## src/design/lant_pkg.sv

```systemverilog
// Shared types and constants for the Langton's ant grid stepper.
package lant_pkg;

    localparam int POS_W      = 6;
    localparam int HEAD_W     = 2;
    localparam int STEP_W     = 20;
    localparam int SIZE_W     = 7;
    localparam int CFG_ADDR_W = 3;
    localparam int CFG_DATA_W = 20;
    localparam int IN_DATA_W  = 8;
    localparam int OUT_DATA_W = 40;

    // register indexes
    localparam logic [CFG_ADDR_W-1:0] REG_BOARD_ROWS    = 3'd0;
    localparam logic [CFG_ADDR_W-1:0] REG_BOARD_COLS    = 3'd1;
    localparam logic [CFG_ADDR_W-1:0] REG_START_ROW     = 3'd2;
    localparam logic [CFG_ADDR_W-1:0] REG_START_COL     = 3'd3;
    localparam logic [CFG_ADDR_W-1:0] REG_START_HEADING = 3'd4;
    localparam logic [CFG_ADDR_W-1:0] REG_STEP_LIMIT    = 3'd5;

    // headings
    localparam logic [HEAD_W-1:0] HEAD_UP    = 2'd0;
    localparam logic [HEAD_W-1:0] HEAD_RIGHT = 2'd1;
    localparam logic [HEAD_W-1:0] HEAD_DOWN  = 2'd2;
    localparam logic [HEAD_W-1:0] HEAD_LEFT  = 2'd3;

    typedef struct packed {
        logic [SIZE_W-1:0] board_rows;
        logic [SIZE_W-1:0] board_cols;
        logic [POS_W-1:0]  start_row;
        logic [POS_W-1:0]  start_col;
        logic [HEAD_W-1:0] start_heading;
        logic [STEP_W-1:0] step_limit;
    } cfg_t;

    localparam cfg_t CFG_RESET = '{
        board_rows:    7'd64,
        board_cols:    7'd64,
        start_row:     6'd0,
        start_col:     6'd0,
        start_heading: 2'd0,
        step_limit:    20'd0
    };

    typedef enum logic [1:0] {
        ST_CLEAR,
        ST_IDLE,
        ST_MOVE,
        ST_EMIT
    } state_t;

endpackage

```

## src/design/lant_cfg_regs.sv

```systemverilog
// Configuration register file of the ant stepper.
module lant_cfg_regs
(
    input  logic                              clk,
    input  logic                              rst_n,
    input  logic                              cfg_valid,
    output logic                              cfg_ready,
    input  logic [lant_pkg::CFG_ADDR_W-1:0]   cfg_addr,
    input  logic [lant_pkg::CFG_DATA_W-1:0]   cfg_data,
    output lant_pkg::cfg_t                    cfg
);

    lant_pkg::cfg_t cfg_reg;
    lant_pkg::cfg_t cfg_next;

    assign cfg_ready = 1'b1;
    assign cfg       = cfg_reg;

    always_comb
    begin
        cfg_next = cfg_reg;
        if (cfg_valid)
        begin
            unique case (cfg_addr)
                lant_pkg::REG_BOARD_ROWS:
                    cfg_next.board_rows = cfg_data[lant_pkg::SIZE_W-1:0];
                lant_pkg::REG_BOARD_COLS:
                    cfg_next.board_cols = cfg_data[lant_pkg::SIZE_W-1:0];
                lant_pkg::REG_START_ROW:
                    cfg_next.start_row = cfg_data[lant_pkg::POS_W-1:0];
                lant_pkg::REG_START_COL:
                    cfg_next.start_col = cfg_data[lant_pkg::POS_W-1:0];
                lant_pkg::REG_START_HEADING:
                    cfg_next.start_heading = cfg_data[lant_pkg::HEAD_W-1:0];
                lant_pkg::REG_STEP_LIMIT:
                    cfg_next.step_limit = cfg_data[lant_pkg::STEP_W-1:0];
                default:
                    cfg_next = cfg_reg;   // writes past the list are dropped
            endcase
        end
    end

    always_ff @(posedge clk or negedge rst_n)
    begin
        if (!rst_n)
        begin
            cfg_reg <= lant_pkg::CFG_RESET;
        end
        else
        begin
            cfg_reg <= cfg_next;
        end
    end

endmodule

```

## config.mk

```make
export PLATFORM = sky130hd
export DESIGN_NAME = lant_cfg_regs
export DESIGN_NICKNAME = d
export VERILOG_FILES = /design/src/design/lant_pkg.sv /design/src/design/lant_cfg_regs.sv
export SDC_FILE = /design/constraint.sdc
export NUM_CORES = 1
export LEC_CHECK = 0
export BUFFER_PORTS_ARGS = -buffer_cell sky130_fd_sc_hd__buf_2
export CORE_MARGIN = 4
export CORE_UTILIZATION = 40
export DETAILED_ROUTE_END_ITERATION = 7
export GPL_TIMING_DRIVEN = 0
export PLACE_DENSITY = 0.71
export SYNTH_ARGS = -nofsm -noshare
export SYNTH_HDL_FRONTEND = slang
export SYNTH_SLANG_ARGS = --single-unit
```

## constraint.sdc

```tcl
create_clock -name clk -period 0.8 [get_ports clk]
set_input_delay 0 -clock clk [delete_from_list [all_inputs] [get_ports clk]]
set_output_delay 0 -clock clk [all_outputs]
set_load 0.01 [all_outputs]
```

Word level (Yosys, flattened, before mapping)

Cells that the tools add are included.

Memories: 0
Register bits after elaboration: 48
Bits in latches: 0
Memory bits (writable): 0
Output and inout port bits: 49
Input port bits: 26
ROM bits: 0

Reductions and logical operators: 7
Divide/modulo/power cells: 0
Equal/unequal tests: 5
Shifts and indexed selects: 0
Add/sub/neg operators: 0
Bitwise logic cells: 0
Magnitude comparators: 0
Multiplexer cells: 0
$mul: 0

Operators by type and width:

| operator                                            | number |
|---|---|
| AND reduction 2 bit                                 | 6 |
| equality test 3 x 2 -> 1 bit, second input constant | 2 |
| equality test 3 bit, second input constant          | 2 |
| equality test 3 x 1 -> 1 bit, second input constant | 1 |
| zero test 3 bit                                     | 1 |

Depth between registers and ports, before layout

Depth in word-level cells: 2
Gate-level depth with buffers: 3
Gate-level depth less buffers: 2

Worst setup path before layout

No wires, ideal clock.

Path kind: input -> register
Start: in cfg_addr[1] (netlist bit)
End: reg cfg_reg (netlist bit cfg[41])
Required time: 675 ps
Stages on the path: 2
Setup time: 125 ps
Path buffers: 0
Data arrival time: 797 ps
Path slack: -122 ps
Cell sequence: nor4b_4 mux2_2

Word-level cells in the longest chain between the ends: 2

RTL lines:

| what                                 | line                | source |
|---|---|---|
| start, declared                      | lant_cfg_regs.sv:8  | `input logic [lant_pkg::CFG_ADDR_W-1:0] cfg_addr,` |
| zero test 3 bit                      | lant_cfg_regs.sv:24 | `unique case (cfg_addr)` |
| AND reduction 2 bit (no source line) | --                  |  |
| end signal, assigned                 | lant_cfg_regs.sv:47 | `cfg_reg <= lant_pkg::CFG_RESET;` |
| end signal, assigned                 | lant_cfg_regs.sv:51 | `cfg_reg <= cfg_next;` |
| end, declared                        | lant_cfg_regs.sv:13 | `lant_pkg::cfg_t cfg_reg;` |

No other way between the ends.
A chain may end at the register's enable or synchronous reset.

Worst setup path after layout

Start: reg cfg_reg (netlist bit cfg[40])
End: out cfg[40] (netlist bit)

RTL lines:

| what          | line                | source |
|---|---|---|
| end, declared | lant_cfg_regs.sv:10 | `output lant_pkg::cfg_t cfg` |

No word-level cell between the ends.

==> qor.csv <==
metric,value,unit
n_fill_cell,335,
power.density,2510,nW/um^2
dp_cells,233,
cp_num_cells,1,
grt_overflow,0,
routabilityCongestion,0.704,
crit_type,register to output port,
syn_area,1850,sq um
grt_max_degree,49,
synthCells,108,
drc,0,
clock-sinks,48,
r2r-end,cfg[14]$_DFFE_PN0P_,
crit_path_top_delay_cell,dfstp_2,
critPathBufInv,1,
clk_root_buffer_cell,clkbuf_8,
synthArstFlopShare,1.00,
path_max_fanout,2,
worstPathCellList,buf_6,
synth.most_common_cell,mux2_2,
antenna_found_initial,0,
initial_core_util,0.420,
synthToLayoutAreaGrowth,48.5,%
ios,75,
fin_skew,0,ns
fin_nets,234,
utilization,0.623,
avgSynthCellArea,17.1,sq um
yosys_register_bits,48,
r2r_slack,0.01,ns
dpl.hpwl,3130,um
worst_slew_pin_slew,1.04,ns
hold_class,primary input to asynchronous set/reset pin,
violations,"hold timing, setup timing",
core_area,4410,sq um
yosysWarningCount,0,
synth.top_cells.by_area,"dfrtp_1 62%, mux2_2 29%, dfstp_2 2.8%, and4bb_2 1.4%, nor4b_4 1.3%",
synth_edf_count,0,
hold_viol,46,
pre_cts_slack,-0.499,ns
grt_pass1_wl,7250,um
fmax,1.05,GHz
relSlewSlack,0.310,
ant_nets,0,
rsz0062_at_grt,true,
end_kind,output port,
dieHeight,76.0,um
endpoint,cfg[40],
drive_above_1_share,0.670,
first_pass_iters,4,
die_w,76.0,um
clock_latency,0.29,ns
dpl_cell_area,2340,sq um
critPathArrivalTime,0.95,ns
grt_pass1_vias,1398,
wirelength,4560,um
cap_violations,0,
finalInstanceArea,2750,sq um
largest_reg_flops,48,
setup_ws,-0.149,ns
setup.worst_path.start,cfg[40]$_DFFE_PN1P_,
antenna_cells,0,
via_count,1276,
rows,24,
synth_fp_nets,134,
design.die.area,5780,sq um
port_buffers,73,
ys.flop_type,dfrtp_1,
max-vdd-ir-drop,1.53,mV
grt_use_total,0.159,
synthTopCellsByCount,"48 x mux2_2, 46 x dfrtp_1, 4 x buf_2",
holdBufCountCts,18,
worst-endpoint-required,0.80,ns
clk_path_buf_depth,2,
crit-reg2reg-launch,cfg[14]$_DFFE_PN0P_,
yosysUniqueCellTypes,10,
reg2reg_depth,1,
cts_tree,built,
cts_buffers,5,
first_iter_violations,33,
stdcell_count,261,
p_leak,1.34,nW
yosysSeqAreaShare,0.650,
via_per_inst,4.89,
period_share,1.19,
finalSetupViolations,47,
run_status,finished with violations,
slew_viol_final,0,
min_period,0.949,ns
wl_per_cell,17.5,um
critical-path-top-delay-family,flip-flops,
slowest_delay,0.55,ns
synth.largest_area_cell,dfrtp_1,
synth_top_area_share,0.622,
hold_slack,-0.124,ns
start_kind,register,
htree_levels,2,
clk_pin_slew,0.09,ns
where the power goes:
part,internal (mW),switching (mW)
logic,1.12,0.788
clock network,0.936,0.777
registers,2.98,0.311
total,5.04,1.88
how the worst min path moves through the flow:
stage / from / end
finish: rst_n / cfg[36]$_DFFE_PN0P_
global route: rst_n / cfg[2]$_DFFE_PN0P_
CTS: rst_n / cfg[26]$_DFFE_PN0P_
detailed placement: rst_n / cfg[2]$_DFFE_PN0P_
global placement: rst_n / cfg[36]$_DFFE_PN0P_
floorplan: rst_n / cfg[0]$_DFFE_PN0P_
routing by layer:
layer | routed length [um] | share of wire | vias to the layer above | global-route usage
met5 | 0 | 0 | - | 0
met4 | 63 | 0.014 | 0 | 0.0712
met3 | 224 | 0.049 | 7 | 0.0473
met2 | 2450 | 0.54 | 35 | 0.258
met1 | 1820 | 0.40 | 651 | 0.194
li1 | - | - | 583 | -
layout make-up:
cell class | instances | area, sq um | share of cell area
buffer | 5 | 40.0 | 0.0146
clock buffer | 7 | 76.3 | 0.0278
clock inverter | 1 | 30.0 | 0.0109
multi-input combinational | 55 | 703 | 0.256
sequential | 48 | 1200 | 0.438
tap | 52 | 65.1 | 0.0237
timing repair buffer | 93 | 632 | 0.230
placed cells by master (no fill, tap or decap):
cell type,n
buf_2,63
buf_4,4
mux2_2,30
buf_6,13
clkbuf_1,2
bufinv_16,1
dfrtp_1,46
dlygate4sd3_1,18
nor4bb_4,1
and4bb_2,2
dfstp_2,2
nor4b_4,1
nand4b_1,2
mux2_4,18
clkbuf_8,5
conb_1,1
cell families (layout without fill, tap and decap cells):
family                 Yosys count  after routing  synth area share
muxes                           48             48             0.292
buffers and inverters            5            106            0.0149
and+or+nand+nor                  6              6            0.0412
DFF                             48             48             0.650
other                            1              1           0.00203
through the flow:
| step | total power [mW] | TNS, ns |
|---|---|---|
| floorplan | 4.14 | -1.37 |
| global placement | 4.89 | -13.54 |
| detailed placement | 4.99 | -19.73 |
| CTS | 6.80 | -1.68 |
| global route | 7.23 | -2.80 |
| finish | 6.91 | -1.31 |
timing repair:
action                     CTS  global route
gates resized for setup      6            16
setup endpoints to repair   61            61
buffers inserted             2             0
pin swaps                    2             1
hold endpoints to repair    77            46
Note: power is estimated with default switching activity, not from simulation.
