<file path="src/design/lant_pkg.sv">
// Shared types and constants for the Langton's ant grid stepper.
package lant_pkg;

    localparam int POS_W      = 6;
    localparam int HEAD_W     = 2;
    localparam int STEP_W     = 20;
    localparam int SIZE_W     = 7;
    localparam int CFG_ADDR_W = 3;
    localparam int CFG_DATA_W = 20;
    localparam int IN_DATA_W  = 8;
    localparam int OUT_DATA_W = 40;

    // register indexes
    localparam logic [CFG_ADDR_W-1:0] REG_BOARD_ROWS    = 3'd0;
    localparam logic [CFG_ADDR_W-1:0] REG_BOARD_COLS    = 3'd1;
    localparam logic [CFG_ADDR_W-1:0] REG_START_ROW     = 3'd2;
    localparam logic [CFG_ADDR_W-1:0] REG_START_COL     = 3'd3;
    localparam logic [CFG_ADDR_W-1:0] REG_START_HEADING = 3'd4;
    localparam logic [CFG_ADDR_W-1:0] REG_STEP_LIMIT    = 3'd5;

    // headings
    localparam logic [HEAD_W-1:0] HEAD_UP    = 2'd0;
    localparam logic [HEAD_W-1:0] HEAD_RIGHT = 2'd1;
    localparam logic [HEAD_W-1:0] HEAD_DOWN  = 2'd2;
    localparam logic [HEAD_W-1:0] HEAD_LEFT  = 2'd3;

    typedef struct packed {
        logic [SIZE_W-1:0] board_rows;
        logic [SIZE_W-1:0] board_cols;
        logic [POS_W-1:0]  start_row;
        logic [POS_W-1:0]  start_col;
        logic [HEAD_W-1:0] start_heading;
        logic [STEP_W-1:0] step_limit;
    } cfg_t;

    localparam cfg_t CFG_RESET = '{
        board_rows:    7'd64,
        board_cols:    7'd64,
        start_row:     6'd0,
        start_col:     6'd0,
        start_heading: 2'd0,
        step_limit:    20'd0
    };

    typedef enum logic [1:0] {
        ST_CLEAR,
        ST_IDLE,
        ST_MOVE,
        ST_EMIT
    } state_t;

endpackage

</file>
<file path="src/design/lant_ctrl.sv">
// Step sequencer: clearing pass, ant position, heading, step count, result register.
module lant_ctrl
#(
    parameter int MAX_ROWS = 64,
    parameter int MAX_COLS = 64
)
(
    input  logic                                  clk,
    input  logic                                  rst_n,
    input  lant_pkg::cfg_t                        cfg,
    input  logic                                  in_valid,
    output logic                                  in_ready,
    input  logic                                  in_restart,
    output logic                                  out_valid,
    input  logic                                  out_ready,
    output logic [lant_pkg::POS_W-1:0]            out_row,
    output logic [lant_pkg::POS_W-1:0]            out_col,
    output logic [lant_pkg::HEAD_W-1:0]           out_heading,
    output logic                                  out_under,
    output logic [lant_pkg::STEP_W-1:0]           out_step,
    output logic                                  out_done,
    output logic                                  ram_wr_en,
    output logic [$clog2(MAX_ROWS)+$clog2(MAX_COLS)-1:0] ram_wr_addr,
    output logic                                  ram_wr_data,
    output logic                                  ram_rd_en,
    output logic [$clog2(MAX_ROWS)+$clog2(MAX_COLS)-1:0] ram_rd_addr,
    input  logic                                  ram_rd_data
);

    localparam int ROW_W  = $clog2(MAX_ROWS);
    localparam int COL_W  = $clog2(MAX_COLS);
    localparam int ADDR_W = ROW_W + COL_W;
    localparam int RCMP_W = (ROW_W + 1 > lant_pkg::SIZE_W) ? ROW_W + 1 : lant_pkg::SIZE_W;
    localparam int CCMP_W = (COL_W + 1 > lant_pkg::SIZE_W) ? COL_W + 1 : lant_pkg::SIZE_W;
    localparam int RS_W   = (ROW_W > lant_pkg::POS_W) ? ROW_W : lant_pkg::POS_W;
    localparam int CS_W   = (COL_W > lant_pkg::POS_W) ? COL_W : lant_pkg::POS_W;
    localparam logic [RCMP_W-1:0] MAX_ROWS_C = RCMP_W'(MAX_ROWS);
    localparam logic [CCMP_W-1:0] MAX_COLS_C = CCMP_W'(MAX_COLS);

    lant_pkg::state_t state_reg, state_next;

    logic [ROW_W-1:0]            row_reg, row_next;
    logic [COL_W-1:0]            col_reg, col_next;
    logic [lant_pkg::HEAD_W-1:0] dir_reg, dir_next;
    logic [lant_pkg::STEP_W-1:0] step_reg, step_next;
    logic                        done_reg, done_next;
    logic                        fresh_reg, fresh_next;   // result after restart: white cell
    logic                        clr_emit_reg, clr_emit_next;
    logic [ADDR_W-1:0]           clr_addr_reg, clr_addr_next;

    logic                        out_valid_reg, out_valid_next;
    logic [lant_pkg::POS_W-1:0]  out_row_reg, out_row_next;
    logic [lant_pkg::POS_W-1:0]  out_col_reg, out_col_next;
    logic [lant_pkg::HEAD_W-1:0] out_heading_reg, out_heading_next;
    logic                        out_under_reg, out_under_next;
    logic [lant_pkg::STEP_W-1:0] out_step_reg, out_step_next;
    logic                        out_done_reg, out_done_next;

    logic              out_free;
    logic              accept;
    logic              limit_hit;
    logic              clr_last;
    logic [RCMP_W-1:0] rows_ext, last_row_w;
    logic [CCMP_W-1:0] cols_ext, last_col_w;
    logic [ROW_W-1:0]  last_row, row_cl, start_row_cl;
    logic [COL_W-1:0]  last_col, col_cl, start_col_cl;
    logic [RS_W-1:0]   srow_ext, lrow_ext;
    logic [CS_W-1:0]   scol_ext, lcol_ext;
    logic [lant_pkg::HEAD_W-1:0] dir_turn, dir_mv;
    logic              at_edge;
    logic [ROW_W-1:0]  row_mv;
    logic [COL_W-1:0]  col_mv;
    logic [ROW_W+lant_pkg::POS_W-1:0] row_wide;
    logic [COL_W+lant_pkg::POS_W-1:0] col_wide;

    // board size in use, as last index
    assign rows_ext = RCMP_W'(cfg.board_rows);
    assign cols_ext = CCMP_W'(cfg.board_cols);

    always_comb
    begin
        if (rows_ext < RCMP_W'(2))
            last_row_w = RCMP_W'(1);
        else if (rows_ext > MAX_ROWS_C)
            last_row_w = MAX_ROWS_C - RCMP_W'(1);
        else
            last_row_w = rows_ext - RCMP_W'(1);

        if (cols_ext < CCMP_W'(2))
            last_col_w = CCMP_W'(1);
        else if (cols_ext > MAX_COLS_C)
            last_col_w = MAX_COLS_C - CCMP_W'(1);
        else
            last_col_w = cols_ext - CCMP_W'(1);
    end

    assign last_row = last_row_w[ROW_W-1:0];
    assign last_col = last_col_w[COL_W-1:0];

    // start position held inside the board
    assign srow_ext     = RS_W'(cfg.start_row);
    assign lrow_ext     = RS_W'(last_row);
    assign scol_ext     = CS_W'(cfg.start_col);
    assign lcol_ext     = CS_W'(last_col);
    assign start_row_cl = (srow_ext > lrow_ext) ? last_row : srow_ext[ROW_W-1:0];
    assign start_col_cl = (scol_ext > lcol_ext) ? last_col : scol_ext[COL_W-1:0];

    // current position held inside the board (the board may have shrunk)
    assign row_cl = (row_reg > last_row) ? last_row : row_reg;
    assign col_cl = (col_reg > last_col) ? last_col : col_reg;

    // turn on the cell color read back, then bounce off the edge
    assign dir_turn = ram_rd_data ? (dir_reg - 2'd1) : (dir_reg + 2'd1);
    assign at_edge  = ((dir_turn == lant_pkg::HEAD_UP)    && (row_reg == '0))      ||
                      ((dir_turn == lant_pkg::HEAD_DOWN)  && (row_reg == last_row)) ||
                      ((dir_turn == lant_pkg::HEAD_LEFT)  && (col_reg == '0))      ||
                      ((dir_turn == lant_pkg::HEAD_RIGHT) && (col_reg == last_col));
    assign dir_mv   = at_edge ? (dir_turn + 2'd2) : dir_turn;

    always_comb
    begin
        row_mv = row_reg;
        col_mv = col_reg;
        unique case (dir_mv)
            lant_pkg::HEAD_UP:    row_mv = row_reg - ROW_W'(1);
            lant_pkg::HEAD_RIGHT: col_mv = col_reg + COL_W'(1);
            lant_pkg::HEAD_DOWN:  row_mv = row_reg + ROW_W'(1);
            default:              col_mv = col_reg - COL_W'(1);
        endcase
    end

    assign out_free  = !out_valid_reg || out_ready;
    assign in_ready  = (state_reg == lant_pkg::ST_IDLE) ||
                       ((state_reg == lant_pkg::ST_EMIT) && out_free);
    assign accept    = in_valid && in_ready;
    assign limit_hit = step_reg >= cfg.step_limit;
    assign clr_last  = &clr_addr_reg;

    assign row_wide = (ROW_W + lant_pkg::POS_W)'(row_reg);
    assign col_wide = (COL_W + lant_pkg::POS_W)'(col_reg);

    // next state
    always_comb
    begin
        state_next = state_reg;
        unique case (state_reg)
            lant_pkg::ST_CLEAR:
            begin
                if (clr_last)
                    state_next = clr_emit_reg ? lant_pkg::ST_EMIT : lant_pkg::ST_IDLE;
            end
            lant_pkg::ST_IDLE, lant_pkg::ST_EMIT:
            begin
                if (accept)
                begin
                    if (in_restart)
                        state_next = lant_pkg::ST_CLEAR;
                    else if (limit_hit)
                        state_next = lant_pkg::ST_EMIT;
                    else
                        state_next = lant_pkg::ST_MOVE;
                end
                else if (state_reg == lant_pkg::ST_EMIT && out_free)
                begin
                    state_next = lant_pkg::ST_IDLE;
                end
            end
            lant_pkg::ST_MOVE:
                state_next = lant_pkg::ST_EMIT;
            default:
                state_next = lant_pkg::ST_IDLE;
        endcase
    end

    // datapath and memory controls
    always_comb
    begin
        row_next         = row_reg;
        col_next         = col_reg;
        dir_next         = dir_reg;
        step_next        = step_reg;
        done_next        = done_reg;
        fresh_next       = fresh_reg;
        clr_emit_next    = clr_emit_reg;
        clr_addr_next    = clr_addr_reg;
        out_valid_next   = out_valid_reg && !out_ready;
        out_row_next     = out_row_reg;
        out_col_next     = out_col_reg;
        out_heading_next = out_heading_reg;
        out_under_next   = out_under_reg;
        out_step_next    = out_step_reg;
        out_done_next    = out_done_reg;
        ram_wr_en        = 1'b0;
        ram_wr_addr      = {row_reg, col_reg};
        ram_wr_data      = 1'b0;
        ram_rd_en        = 1'b0;
        ram_rd_addr      = {row_reg, col_reg};

        unique case (state_reg)
            lant_pkg::ST_CLEAR:
            begin
                ram_wr_en     = 1'b1;
                ram_wr_addr   = clr_addr_reg;
                ram_wr_data   = 1'b0;
                clr_addr_next = clr_addr_reg + ADDR_W'(1);
            end
            lant_pkg::ST_MOVE:
            begin
                ram_wr_en   = 1'b1;
                ram_wr_addr = {row_reg, col_reg};
                ram_wr_data = !ram_rd_data;
                ram_rd_en   = 1'b1;
                ram_rd_addr = {row_mv, col_mv};
                row_next    = row_mv;
                col_next    = col_mv;
                dir_next    = dir_mv;
                step_next   = step_reg + lant_pkg::STEP_W'(1);
                done_next   = 1'b0;
                fresh_next  = 1'b0;
            end
            default:
            begin
            end
        endcase

        // result register load; read data is still the cell under the ant here
        if (state_reg == lant_pkg::ST_EMIT && out_free)
        begin
            out_valid_next   = 1'b1;
            out_row_next     = row_wide[lant_pkg::POS_W-1:0];
            out_col_next     = col_wide[lant_pkg::POS_W-1:0];
            out_heading_next = dir_reg;
            out_under_next   = fresh_reg ? 1'b0 : ram_rd_data;
            out_step_next    = step_reg;
            out_done_next    = done_reg;
        end

        if (accept)
        begin
            if (in_restart)
            begin
                row_next      = start_row_cl;
                col_next      = start_col_cl;
                dir_next      = cfg.start_heading;
                step_next     = '0;
                done_next     = 1'b0;
                fresh_next    = 1'b1;
                clr_emit_next = 1'b1;
                clr_addr_next = '0;
            end
            else if (limit_hit)
            begin
                // report the unchanged state
                ram_rd_en   = 1'b1;
                ram_rd_addr = {row_reg, col_reg};
                done_next   = 1'b1;
                fresh_next  = 1'b0;
            end
            else
            begin
                ram_rd_en   = 1'b1;
                ram_rd_addr = {row_cl, col_cl};
                row_next    = row_cl;
                col_next    = col_cl;
            end
        end
    end

    always_ff @(posedge clk or negedge rst_n)
    begin
        if (!rst_n)
        begin
            state_reg     <= lant_pkg::ST_CLEAR;
            row_reg       <= '0;
            col_reg       <= '0;
            dir_reg       <= lant_pkg::HEAD_UP;
            step_reg      <= '0;
            done_reg      <= 1'b0;
            fresh_reg     <= 1'b1;
            clr_emit_reg  <= 1'b0;
            clr_addr_reg  <= '0;
            out_valid_reg <= 1'b0;
        end
        else
        begin
            state_reg     <= state_next;
            row_reg       <= row_next;
            col_reg       <= col_next;
            dir_reg       <= dir_next;
            step_reg      <= step_next;
            done_reg      <= done_next;
            fresh_reg     <= fresh_next;
            clr_emit_reg  <= clr_emit_next;
            clr_addr_reg  <= clr_addr_next;
            out_valid_reg <= out_valid_next;
        end
    end

    always_ff @(posedge clk)
    begin
        out_row_reg     <= out_row_next;
        out_col_reg     <= out_col_next;
        out_heading_reg <= out_heading_next;
        out_under_reg   <= out_under_next;
        out_step_reg    <= out_step_next;
        out_done_reg    <= out_done_next;
    end

    assign out_valid   = out_valid_reg;
    assign out_row     = out_row_reg;
    assign out_col     = out_col_reg;
    assign out_heading = out_heading_reg;
    assign out_under   = out_under_reg;
    assign out_step    = out_step_reg;
    assign out_done    = out_done_reg;

endmodule

</file>
<file path="config.mk">
export PLATFORM = sky130hd
export DESIGN_NAME = lant_ctrl
export DESIGN_NICKNAME = d
export VERILOG_FILES = /design/src/design/lant_pkg.sv /design/src/design/lant_ctrl.sv
export SDC_FILE = /design/constraint.sdc
export NUM_CORES = 1
export LEC_CHECK = 0
export BUFFER_PORTS_ARGS = -buffer_cell sky130_fd_sc_hd__buf_4
export CAP_MARGIN = 20
export CORE_MARGIN = 2
export CORE_UTILIZATION = 50
export CTS_BUF_LIST = sky130_fd_sc_hd__clkbuf_16
export DETAILED_ROUTE_END_ITERATION = 16
export MAX_ROUTING_LAYER = met4
export PLACE_DENSITY = 0.83
export SETUP_SLACK_MARGIN = 0.15
export SYNTH_ARGS = -nofsm -noshare
export SYNTH_HDL_FRONTEND = slang
export SYNTH_SLANG_ARGS = --single-unit
</file>
<file path="constraint.sdc">
create_clock -name clk -period 6.21 [get_ports clk]
set_input_delay 0.9315 -clock clk [delete_from_list [all_inputs] [get_ports clk]]
set_output_delay 0.9315 -clock clk [all_outputs]
set_load 0.005 [all_outputs]
</file>
Yosys cells after proc, flatten, opt, wreduce, memory -nomap -nowiden
Index checks and enable logic that the tools add are counted.
{ "word_totals": {"register_bits": 88, "latch_bits": 0, "mem_bits_rw": 0, "mem_bits_ro": 0, "input_bits": 54, "output_inout_bits": 65, "word_cells": 129, "memories": 0} }
{ "classes": {"add_sub_neg": 11, "multipliers": 0, "div": 0, "magnitude_cmp": 9, "eq_ne": 12, "shift": 0, "mux": 55, "n_bitwise": 0, "n_reduce_logical": 26} }
{ "ops": {"columns": ["operator", "count"], "rows": [
  ["$mux W12", 8],
  ["$mux W6", 16],
  ["$mux W20", 3],
  ["$gt A6 B6 Y1", 4],
  ["$pmux W6 S2", 2],
  ["$sub A6 B1 Y6 const B", 4],
  ["$add A20 B1 Y20 const B", 1],
  ["$ge A20 B20 Y1", 1],
  ["$mux W2", 10],
  ["$mux W1", 15],
  ["$gt A7 B7 Y1 const B", 2],
  ["$lt A7 B2 Y1 const B", 2],
  ["$add A12 B1 Y12 const B", 1],
  ["$add A6 B1 Y6 const B", 2],
  ["$eq A6 B6 Y1", 2],
  ["$logic_not A6 Y1", 2],
  ["$reduce_and A12 Y1", 1],
  ["$eq A2 B2 Y1 const B", 5],
  ["$logic_and A1 B1 Y1", 7],
  ["$eq A2 B1 Y1 const B", 3],
  ["$logic_not A2 Y1", 3],
  ["$pmux W2 S3", 1],
  ["$reduce_or A2 Y1", 3],
  ["$logic_or A1 B1 Y1", 5],
  ["7 further kinds", 10]
]} }

Longest topological paths before layout
Gate-level depths: netlist (run 1).
{ "logic_depth": {"depth_word": 16, "mapped_depth": 23, "depth_no_buf": 22} }

Worst setup path after synthesis (run 1)
OpenSTA, ideal clock, no wires.
{ "synth_timing": {"path_kind": "input to output", "startpoint": "input port cfg[38] (netlist bit)", "endpoint": "output port ram_rd_addr[11]", "t_arrival_ps": 5134, "t_required_ps": 5278, "setup_slack_ps": 145, "stages": 21, "n_path_buf": 1, "cell_sequence": "or4_1 > or2_2 > nor3_1 > nor2_1 > inv_1 > ha_1 > nand4_1 > nor2_1 > or4_1 > and2_4 > buf_6 > nand2b_1 > ha_1 > a21o_1 > a21oi_1 > o21bai_1 > a21oi_1 > xnor3_1 > nor3_1 > nor2_1 > a21oi_1"} }
{ "synth_via": {"elab_chain_len": 12, "word_cells_on_any_way": 15, "cone_classes": "add/sub: 1; order compare: 2; eq/ne: 2; mux: 7; reduce/logical: 3"} }
{ "synth_lines": {"columns": ["item", "line", "rtl"], "rows": [
  ["start: declaration", "lant_ctrl.sv:10", "input lant_pkg::cfg_t cfg,"],
  ["$sub A6 B1 Y6 or $gt A7 B7 Y1 (tied branches)", "lant_ctrl.sv:94, lant_ctrl.sv:91", null],
  ["$mux W6", "lant_ctrl.sv:91", "else if (cols_ext > MAX_COLS_C)"],
  ["$mux W6 *", "lant_ctrl.sv:89", "if (cols_ext < CCMP_W'(2))"],
  ["$eq A6 B6 Y1 *", "lant_ctrl.sv:117", "((dir_turn == lant_pkg::HEAD_RIGHT) && (col_reg == last_col));"],
  ["$logic_and A1 B1 Y1 *", "lant_ctrl.sv:117", null],
  ["$logic_or A1 B1 Y1 *", "lant_ctrl.sv:116", "((dir_turn == lant_pkg::HEAD_LEFT) && (col_reg == '0)) ||"],
  ["$mux W2 *", "lant_ctrl.sv:118", "assign dir_mv = at_edge ? (dir_turn + 2'd2) : dir_turn;"],
  ["$eq A2 B2 Y1 or $logic_not A2 Y1 (tied branches)", "lant_ctrl.sv:124", "unique case (dir_mv)"],
  ["$pmux W6 S2 *", "lant_ctrl.sv:124", null],
  ["$mux W12 *", "lant_ctrl.sv:199", "unique case (state_reg)"],
  ["$mux W12", "lant_ctrl.sv:240", "if (in_restart)"],
  ["$mux W12 *", "lant_ctrl.sv:238", "if (accept)"],
  ["end: declaration", "lant_ctrl.sv:26", "output logic [$clog2(MAX_ROWS)+$clog2(MAX_COLS)-1:0] ram_rd_addr,"]
]} }
Mark *: on every way between the ends. The rest lies on a longest branch, timed or not.

Worst setup path in the final report (run 1)
{ "layout_timing": {"startpoint": "input port cfg[35] (netlist bit)", "endpoint": "output port ram_rd_addr[11]"} }
The elaborated chain is that of the path after synthesis.

==> reports/qor.yml, run 1 <==
use_met3: 0.0360
crit_required_ps: 5280
pwr-share-seq: 0.272
grt_start_max_net_pins: 53
seq_area_frac_synth: 0.390
drt_iter0_markers: 487
cts_hold_buf: 0
arrival_ps: 5240
finClkSkew_ps: 7.96
path_clk_slew_ps: 60
cts_inserted_buffers: 9
syn-num-nets: 769
synth_edf_count: 36
p_comb_frac: 0.577
wl_um: 18000
dr.pass1.iters: 5
period_minus_slack_ps: 6180
finalSetupViolCount: 0
fillCellCount: 899
fmax_mhz: 162
track_usage: 0.272
crit_fanout: 5
clkSinkCount: 88
rsz0062_at_grt: "yes"
gp_congestion: 0.898
io_buffer_count: 118
coreArea_sq_mm: 0.0120
wl_per_cell_um: 18.7
synthCells: 653
cap_violations: 0
cts_root_buffer: "clkbuf_16"
cts_tree: "done"
final_nets: 929
antenna_found_initial: 0
async_flop_share: 0.591
ys_warn_count: 0
power.share.switching: 0.405
hold_path.class: "flop to flop"
start_util: 0.510
startpoint_type: "input port"
critPathKind: "input port to output pin"
clockBufferDepth: 2
power.switching_mw: 1.55
first_global_vias: 5660
vias: 5785
rr_worst_depth: 18
synth-seq-cells: 88
slew_viol_final: 0
grt_pass1_wl_um: 27200
synthesis.area_sq_mm: 0.00611
placementRows: 40
status: "finished, final reports clean"
dieArea_sq_mm: 0.0131
fp.dieH_um: 115
ys_dominant_reg_cell: "dfrtp_1"
peakVddDrop_mv: 0.212
drive_gt1_frac: 0.303
dp_hpwl_um: 12400
fin_util: 0.672
area_growth_pct: 31.6
postRouteAntennaNets: 0
met2_usage: 0.454
p_leak_nw: 3.82
vias_per_cell: 5.99
finalCritPeriodShare: 0.995
met1_usage: 0.330
intPower_mw: 2.27
clk_latency_ps: 350
syn_avg_cell_area_sq_um: 9.35
worst_pin_slew_ps: 1020
min_path_cells: 0
grt_remaining_overflow: 0
die_w_um: 115
power.total_mw: 3.82
h-tree-depth: 3
end_kind: "output pin"
power_per_cell_area_mw_per_mm2: 475
drc: 0
grt-busiest-layer: "met2"
hold_viol: 0
pin_count: 119
max-slew-margin-rel: 0.322
yosysUniqueCellTypes: 62
power.clock.fraction: 0.151
diodes: 0
[Yosys cell counts, types with 7 or more instances]
master     n  area (sq um)
nor2_1    73           274
ha_1      60           751
nand2_1   54           203
a21oi_1   51           255
dfrtp_1   51          1280
inv_1     48           180
edfxtp_1  36          1080
xor2_1    29           254
o21ai_0   28           140
nand3_1   18          90.1
nand4_1   16           100
nor3_1    16          80.1
mux2_2    14           158
clkbuf_1  12          45.0
xnor2_1   12           105
mux2i_1   10           100
a21o_1     8          60.1
and3_1     8          50.1
or3_1      8          50.1
nor2b_1    7          43.8
[layout by cell type (no fill, tap or decap), drive strengths merged, types with 3 or more instances in the layout]
| cell type | count |
|---|---|
| a21o | 8 |
| o21a | 4 |
| nor2b | 7 |
| ha | 60 |
| nor3 | 16 |
| xnor2 | 12 |
| buf | 168 |
| nand2 | 54 |
| a21oi | 51 |
| nand4 | 16 |
| and2 | 4 |
| xor2 | 29 |
| dfrtp | 51 |
| and3 | 8 |
| and4 | 4 |
| o22ai | 5 |
| a2bb2oi | 3 |
| a31oi | 5 |
| o31ai | 3 |
| nand2b | 6 |
| nor2 | 73 |
| o21ai | 29 |
| nand3 | 18 |
| or2 | 4 |
| o211ai | 4 |
| a211oi | 6 |
| or3 | 8 |
| mux2i | 10 |
| clkbuf | 9 |
| or4 | 3 |
| o221ai | 6 |
| edfxtp | 36 |
| inv | 51 |
| mux2 | 15 |
[final cells by class]
class                           count  area (sq um)  area share
Clock buffer                        9           225      0.0280
Timing Repair Buffer              168          1320       0.164
Tap cell                          147           184      0.0229
Sequential cell                    88          2380       0.297
Clock inverter                      7          88.8      0.0111
Inverter                           49           184      0.0229
Multi-Input combinational cell    497          3650       0.454
[power by group through the flow]
stage / combinational (mW) / clock, mW / sequential [mW]
after CTS: 1.95 / 0.577 / 1.02
after detailed placement: 1.79 / 0 / 1.03
after global routing: 2.35 / 0.605 / 1.06
final: 2.20 / 0.577 / 1.04
after floorplan: 1.12 / 0 / 0.953
after global placement: 1.74 / 0 / 1.02
[metrics by stage]
step | instance area (sq um) | TNS (ps) | setup slack [ps] | hold slack (ps) | std cells
floorplan | 6110 | 0 | 189 | 425 | 653
global placement | 7230 | 0 | 61.0 | 437 | 916
detailed placement | 7230 | -161 | -161 | 443 | 916
CTS | 7780 | 0 | 106 | 457 | 954
global route | 8040 | -157 | -120 | 466 | 965
finish | 8040 | 0 | 33.8 | 452 | 965
[worst max-delay path: stages]
cell and delay (ps):
buf_6 90, or4_4 520, or2_4 280, nor3_4 220, nor2_1 90, inv_2 90
ha_4 210, nand4_1 140, nor2_2 70, or4_4 510, and2_4 180, nand2b_4 160
ha_4 220, a21o_1 170, a21oi_2 170, o21bai_1 100, a21oi_1 180, xnor3_1 290
o21a_1 230, nor2_2 160, a21oi_2 70, buf_4 150
[routing by layer]
metal  up-vias  share of wire
li1       2673              -
met1      2760           0.39
met2       303           0.50
met3        49          0.076
met4         0          0.032
met5         -              0
[cells by family (layout without fill, tap and decap cells)]
family | after synthesis | in the layout | share of synthesized area
simple gates | 224 | 224 | 0.175
buf+inv | 68 | 233 | 0.0449
flops | 88 | 88 | 0.390
compound gates | 144 | 144 | 0.153
xor+xnor | 42 | 42 | 0.0625
mux | 25 | 25 | 0.0447
fa+ha+maj | 62 | 62 | 0.130
[path summary, 6_finish.rpt]
| kind | start | end | slack, ps |
|---|---|---|---|
| setup / recovery | cfg[35] | ram_rd_addr[11] | 30 |
| hold / removal | done_reg$_DFF_PN0_ | out_done$_DFFE_PP_ | 450 |
| setup reg to reg | dir_reg[1]$_DFF_PN0_ | row_reg[5]$_DFF_PN0_ | 1990 |
| hold reg to reg | done_reg$_DFF_PN0_ | out_done$_DFFE_PP_ | 450 |
| max in group asynchronous | rst_n | dir_reg[1]$_DFF_PN0_ | 5120 |
| min in group asynchronous | rst_n | step_reg[5]$_DFF_PN0_ | 620 |
[timing repair]
| item | 4_1_cts | 5_1_grt |
|---|---|---|
| gates resized for setup | 16 | 50 |
| setup endpoints to repair | 5 | 10 |
| pin swaps | 11 | 21 |
| gates cloned | 0 | 0 |
| setup buffers | 22 | 11 |
Note: power is estimated with default switching activity, not from simulation.
==> inputs of run 2 (changes only) <==
--- a/config.mk
+++ b/config.mk
@@ -8,11 +8,12 @@
 export BUFFER_PORTS_ARGS = -buffer_cell sky130_fd_sc_hd__buf_4
 export CAP_MARGIN = 20
 export CORE_MARGIN = 2
-export CORE_UTILIZATION = 50
+export CORE_UTILIZATION = 51
 export CTS_BUF_LIST = sky130_fd_sc_hd__clkbuf_16
+export CTS_CLUSTER_DIAMETER = 60
 export DETAILED_ROUTE_END_ITERATION = 16
 export MAX_ROUTING_LAYER = met4
-export PLACE_DENSITY = 0.83
+export PLACE_DENSITY = 0.85
 export SETUP_SLACK_MARGIN = 0.15
 export SYNTH_ARGS = -nofsm -noshare
 export SYNTH_HDL_FRONTEND = slang
==> reports/qor.yml, run 2 (synthesis gave the netlist of run 1 again) <==
grt_start_max_net_pins: 53
placementRows: 39
pwr-share-seq: 0.280
p_leak_nw: 3.73
intPower_mw: 2.21
min_path_cells: 0
crit_required_ps: 5280
diodes: 0
dieArea_sq_mm: 0.0129
crit_top_cell: "a21oi_2"
dpl_cell_area_sq_mm: 0.00722
start_util: 0.528
arrival_ps: 5130
dp_hpwl_um: 12800
fp.dieH_um: 113
peakVddDrop_mv: 0.295
track_usage: 0.278
status: "finished, final reports clean"
antenna_found_initial: 0
rr_endpoint: "row_reg[5]$_DFF_PN0_"
rsz0062_at_grt: "yes"
hold_viol: 0
finalCritPeriodShare: 0.976
finClkSkew_ps: 6.29
vias_per_cell: 6.02
coreArea_sq_mm: 0.0116
grt_remaining_overflow: 0
mostFrequentLayoutCells: "141 x buf_4, 67 x nor2_1, 55 x ha_1"
r2r-start: "dir_reg[1]$_DFF_PN0_"
cts_root_buffer: "clkbuf_16"
fmax_mhz: 165
area_growth_pct: 29.0
io_buffer_count: 118
die_w_um: 113
power.clock.fraction: 0.146
crit_end: "ram_rd_addr[11]"
r2r_setup_slack_ps: 1180
startpoint_type: "input port"
max-slew-margin-rel: 0.315
hold_path.class: "flop to flop"
crit_fanout: 5
finalSetupViolCount: 0
cp_slowest_cell: "or4_4"
drt_iter0_markers: 466
crit_chain: "buf_6 > or4_4 > or2_4 > a21oi_2 > a31oi_1 > inv_1 > ha_4 > nand4_1 > nor2_2 > or4_4 > and2_4 > nand2b_4 > ha_4 > a21o_1 > a21oi_2 > o21bai_1 > a21oi_1 > xnor3_1 > o21a_1 > nor2_2 > a21oi_2 > buf_4"
layout_setup_ws_ps: 149
path_clk_slew_ps: 70
cts_tree: "done"
pre_cts_ws_ps: -160
crit_start: "cfg[35]"
clockBufferDepth: 2
worst_pin_slew_ps: 1030
power_per_cell_area_mw_per_mm2: 472
clkSinkCount: 88
cts_inserted_buffers: 9
grt_pass1_wl_um: 27600
power.share.switching: 0.405
drive_gt1_frac: 0.285
p_comb_frac: 0.573
period_minus_slack_ps: 6060
met2_usage: 0.480
final_nets: 914
pin_count: 119
wl_per_cell_um: 18.5
rr_worst_depth: 27
slew_viol_final: 0
critPathKind: "input port to output pin"
power.switching_mw: 1.50
use_met3: 0.0399
grt-busiest-layer: "met2"
final_area_sq_mm: 0.00788
cpPeakStageDelay_ps: 530
wl_um: 17500
vias: 5694
clk_latency_ps: 340
h-tree-depth: 3
drc: 0
cap_violations: 0
dr.pass1.iters: 6
layout.cells.most_common: "buf_4"
cts_hold_buf: 0
first_global_vias: 5764
end_kind: "output pin"
postRouteAntennaNets: 0
met1_usage: 0.333
gp_congestion: 0.932
-- run 2: worst min-delay path by stage --
| stage | end | startpoint | slack [ps] |
|---|---|---|---|
| after global placement | out_done$_DFFE_PP_ | done_reg$_DFF_PN0_ | 440 |
| after detailed placement | out_done$_DFFE_PP_ | done_reg$_DFF_PN0_ | 430 |
| after global routing | out_done$_DFFE_PP_ | done_reg$_DFF_PN0_ | 460 |
| final | out_done$_DFFE_PP_ | done_reg$_DFF_PN0_ | 450 |
| after CTS | out_done$_DFFE_PP_ | done_reg$_DFF_PN0_ | 450 |
| after floorplan | out_done$_DFFE_PP_ | done_reg$_DFF_PN0_ | 420 |
-- run 2: critical path: cells and delay by family --
kind / cells / cell delay [ps]
AND/OR/NAND/NOR: 8 / 2020
AO/OA/AOI/OAI: 8 / 1030
adder cells (fa/ha/maj): 2 / 470
buffers and inverters: 3 / 380
XOR/XNOR: 1 / 270
-- run 2: cell type report --
cell class | instances | area [sq um]
clock buffer | 9 | 225
clock inverter | 7 | 70.1
fill | 867 | 3690
inverter | 49 | 184
multi-input combinational | 497 | 3640
sequential | 88 | 2380
tap | 143 | 179
timing repair buffer | 153 | 1190
-- run 2: stage by stage --
step	utilization	hold slack (ps)	setup TNS (ps)	power, mW	cells
finish	0.681	453	0	3.72	946
global route	0.681	459	-72.5	3.92	946
CTS	0.667	450	0	3.52	942
detailed placement	0.625	433	-256	2.81	912
global placement	0.625	438	0	2.73	912
floorplan	-	425	0	2.07	653
-- run 2: repair_timing --
action	CTS	global route
gates resized for setup	17	32
cloned	0	0
endpoints found under the setup margin	3	6
pin swaps	8	19
setup buffers	14	4
-- run 2: power by group through the flow --
stage	Sequential [mW]	Combinational, mW	Clock (mW)
2_1_floorplan	0.953	1.12	0
3_3_place_gp	1.02	1.71	0
3_5_place_dp	1.03	1.78	0
4_1_cts	1.03	1.94	0.547
5_1_grt	1.06	2.29	0.572
6_report	1.04	2.13	0.544
-- run 2: per-layer routing --
metal  up-vias  routed length [um]  share of wire
met3        69                1380          0.079
met1      2683                6730           0.39
li1       2641                   -              -
met2       301                8680           0.50
met5         -                   0              0
met4         0                 683          0.039
==> inputs of run 3 (changes only) <==
--- a/config.mk
+++ b/config.mk
@@ -8,12 +8,12 @@
 export BUFFER_PORTS_ARGS = -buffer_cell sky130_fd_sc_hd__buf_4
 export CAP_MARGIN = 20
 export CORE_MARGIN = 2
-export CORE_UTILIZATION = 51
+export CORE_UTILIZATION = 55
 export CTS_BUF_LIST = sky130_fd_sc_hd__clkbuf_16
 export CTS_CLUSTER_DIAMETER = 60
 export DETAILED_ROUTE_END_ITERATION = 16
 export MAX_ROUTING_LAYER = met4
-export PLACE_DENSITY = 0.85
+export PLACE_DENSITY = 0.87
 export SETUP_SLACK_MARGIN = 0.15
 export SYNTH_ARGS = -nofsm -noshare
 export SYNTH_HDL_FRONTEND = slang
==> constraint.sdc (replaced) <==
create_clock -name clk -period 5.74 [get_ports clk]
set_input_delay 0.861 -clock clk [delete_from_list [all_inputs] [get_ports clk]]
set_output_delay 0.861 -clock clk [all_outputs]
set_load 0.005 [all_outputs]
==> reports/qor.yml, run 3 (synthesis gave the netlist of run 1 again) <==
drc: 0
dp_hpwl_um: 12800
postRouteAntennaNets: 0
placementRows: 38
cts_hold_buf: 0
diodes: 0
finalSetupViolCount: 9
rsz0062_at_grt: "yes"
min_to: "out_done$_DFFE_PP_"
drt_iter0_markers: 601
max-slew-margin-rel: 0.300
crit_fanout: 5
power.clock.fraction: 0.129
clkSinkCount: 88
mostFrequentLayoutCells: "194 x buf_4, 62 x nor2_1, 52 x nand2_1, 52 x ha_1, 51 x dfrtp_1"
layout.cells.most_common: "buf_4"
grt_remaining_overflow: 0
worst_pin_slew_ps: 1050
start_util: 0.563
path_clk_slew_ps: 70
r2r-start: "dir_reg[1]$_DFF_PN0_"
hold_viol: 0
dieArea_sq_mm: 0.0120
met1_usage: 0.379
met2_usage: 0.572
crit_required_ps: 4880
end_kind: "output pin"
tns_ps: -2570
dr.pass1.iters: 6
finClkSkew_ps: 10.3
finalCritPeriodShare: 1.08
critPathKind: "input port to output pin"
clk_latency_ps: 350
final_nets: 976
fmax_mhz: 162
pwr-share-seq: 0.252
p_comb_frac: 0.619
rr_worst_depth: 18
gp_congestion: 0.907
hold_path.class: "flop to flop"
vias: 6381
arrival_ps: 5320
track_usage: 0.344
peakVddDrop_mv: 0.270
grt_pass1_wl_um: 30800
cts_tree: "done"
power.share.switching: 0.417
period_minus_slack_ps: 6180
use_met3: 0.0616
status: "complete, but fails checks"
grt-busiest-layer: "met2"
intPower_mw: 2.66
power.total_mw: 4.55
min-delay-start: "done_reg$_DFF_PN0_"
wl_per_cell_um: 21.1
pin_count: 119
p_leak_nw: 4.04
slew_viol_final: 0
area_growth_pct: 39.6
startpoint_type: "input port"
die_w_um: 109
r2r_setup_slack_ps: 1040
cts_root_buffer: "clkbuf_16"
vias_per_cell: 6.35
violations: "negative setup slack"
rr_endpoint: "row_reg[5]$_DFF_PN0_"
drive_gt1_frac: 0.365
fp.dieH_um: 109
fillCellCount: 692
grt_start_max_net_pins: 53
min_path_cells: 0
wl_um: 21200
io_buffer_count: 118
power.switching_mw: 1.90
h-tree-depth: 3
cts_inserted_buffers: 9
layout_setup_ws_ps: -440
coreArea_sq_mm: 0.0108
cap_violations: 0
clockBufferDepth: 2
power_per_cell_area_mw_per_mm2: 534
antenna_found_initial: 0
first_global_vias: 6320
-- run 3: layout make-up --
class	count	area, sq um	share of cell area
inverter	49	184	0.0216
timing repair buffer	215	1690	0.199
sequential	88	2380	0.280
clock inverter	7	63.8	0.00749
clock buffer	9	225	0.0264
tap	140	175	0.0206
multi-input combinational	497	3800	0.446
-- run 3: worst max-delay path, stage by stage --
cell	delay, ps
buf_6	90
or4_4	530
or2_4	300
nor3_4	240
nor2_2	60
inv_2	100
ha_4	210
nand4_1	210
nor2_2	80
buf_4	150
buf_6	110
o31ai_4	220
and2_4	210
nand2b_4	150
ha_4	210
a21o_1	180
a21oi_2	190
o21bai_1	130
a21oi_2	190
xnor3_2	310
o21a_1	220
nor2_2	130
a21oi_2	70
buf_4	150
-- run 3: power by group through the flow --
| stage | clock network (mW) | logic [mW] | registers, mW |
|---|---|---|---|
| after floorplan | 0 | 1.24 | 1.04 |
| after global placement | 0 | 1.97 | 1.11 |
| after detailed placement | 0 | 2.04 | 1.12 |
| after CTS | 0.584 | 2.43 | 1.12 |
| after global routing | 0.611 | 2.98 | 1.16 |
| final | 0.587 | 2.82 | 1.15 |
-- run 3: what timing repair did --
| action | in CTS | in global routing |
|---|---|---|
| gates cloned | 0 | 0 |
| setup endpoints to repair | 7 | 11 |
| gates resized for setup | 58 | 23 |
| setup buffers | 39 | 16 |
| pin swaps | 31 | 23 |
-- run 3: metal layers --
layer	part of all wire	routed length [um]
met1	0.35	7480
met2	0.49	10400
met3	0.093	1980
met4	0.060	1260
met5	0	0
-- run 3: how the worst max path moves through the flow --
stage | from | endpoint | slack (ps)
floorplan | cfg[38] | ram_rd_addr[11] | 140
global placement | cfg[38] | ram_rd_addr[11] | -80
detailed placement | cfg[38] | ram_rd_addr[11] | -210
CTS | cfg[36] | ram_rd_addr[11] | -70
global route | cfg[36] | ram_rd_addr[11] | -540
finish | cfg[36] | ram_rd_addr[11] | -440
-- run 3: per-stage QoR --
stage	std cells	cell area (sq um)	hold WS, ps	worst slack, ps	util
floorplan	653	6180	425	137	-
global placement	933	7470	438	-75.0	0.689
detailed placement	933	7470	435	-212	0.689
CTS	988	8310	456	-74.4	0.766
global route	1005	8520	473	-536	0.786
finish	1005	8520	456	-440	0.786
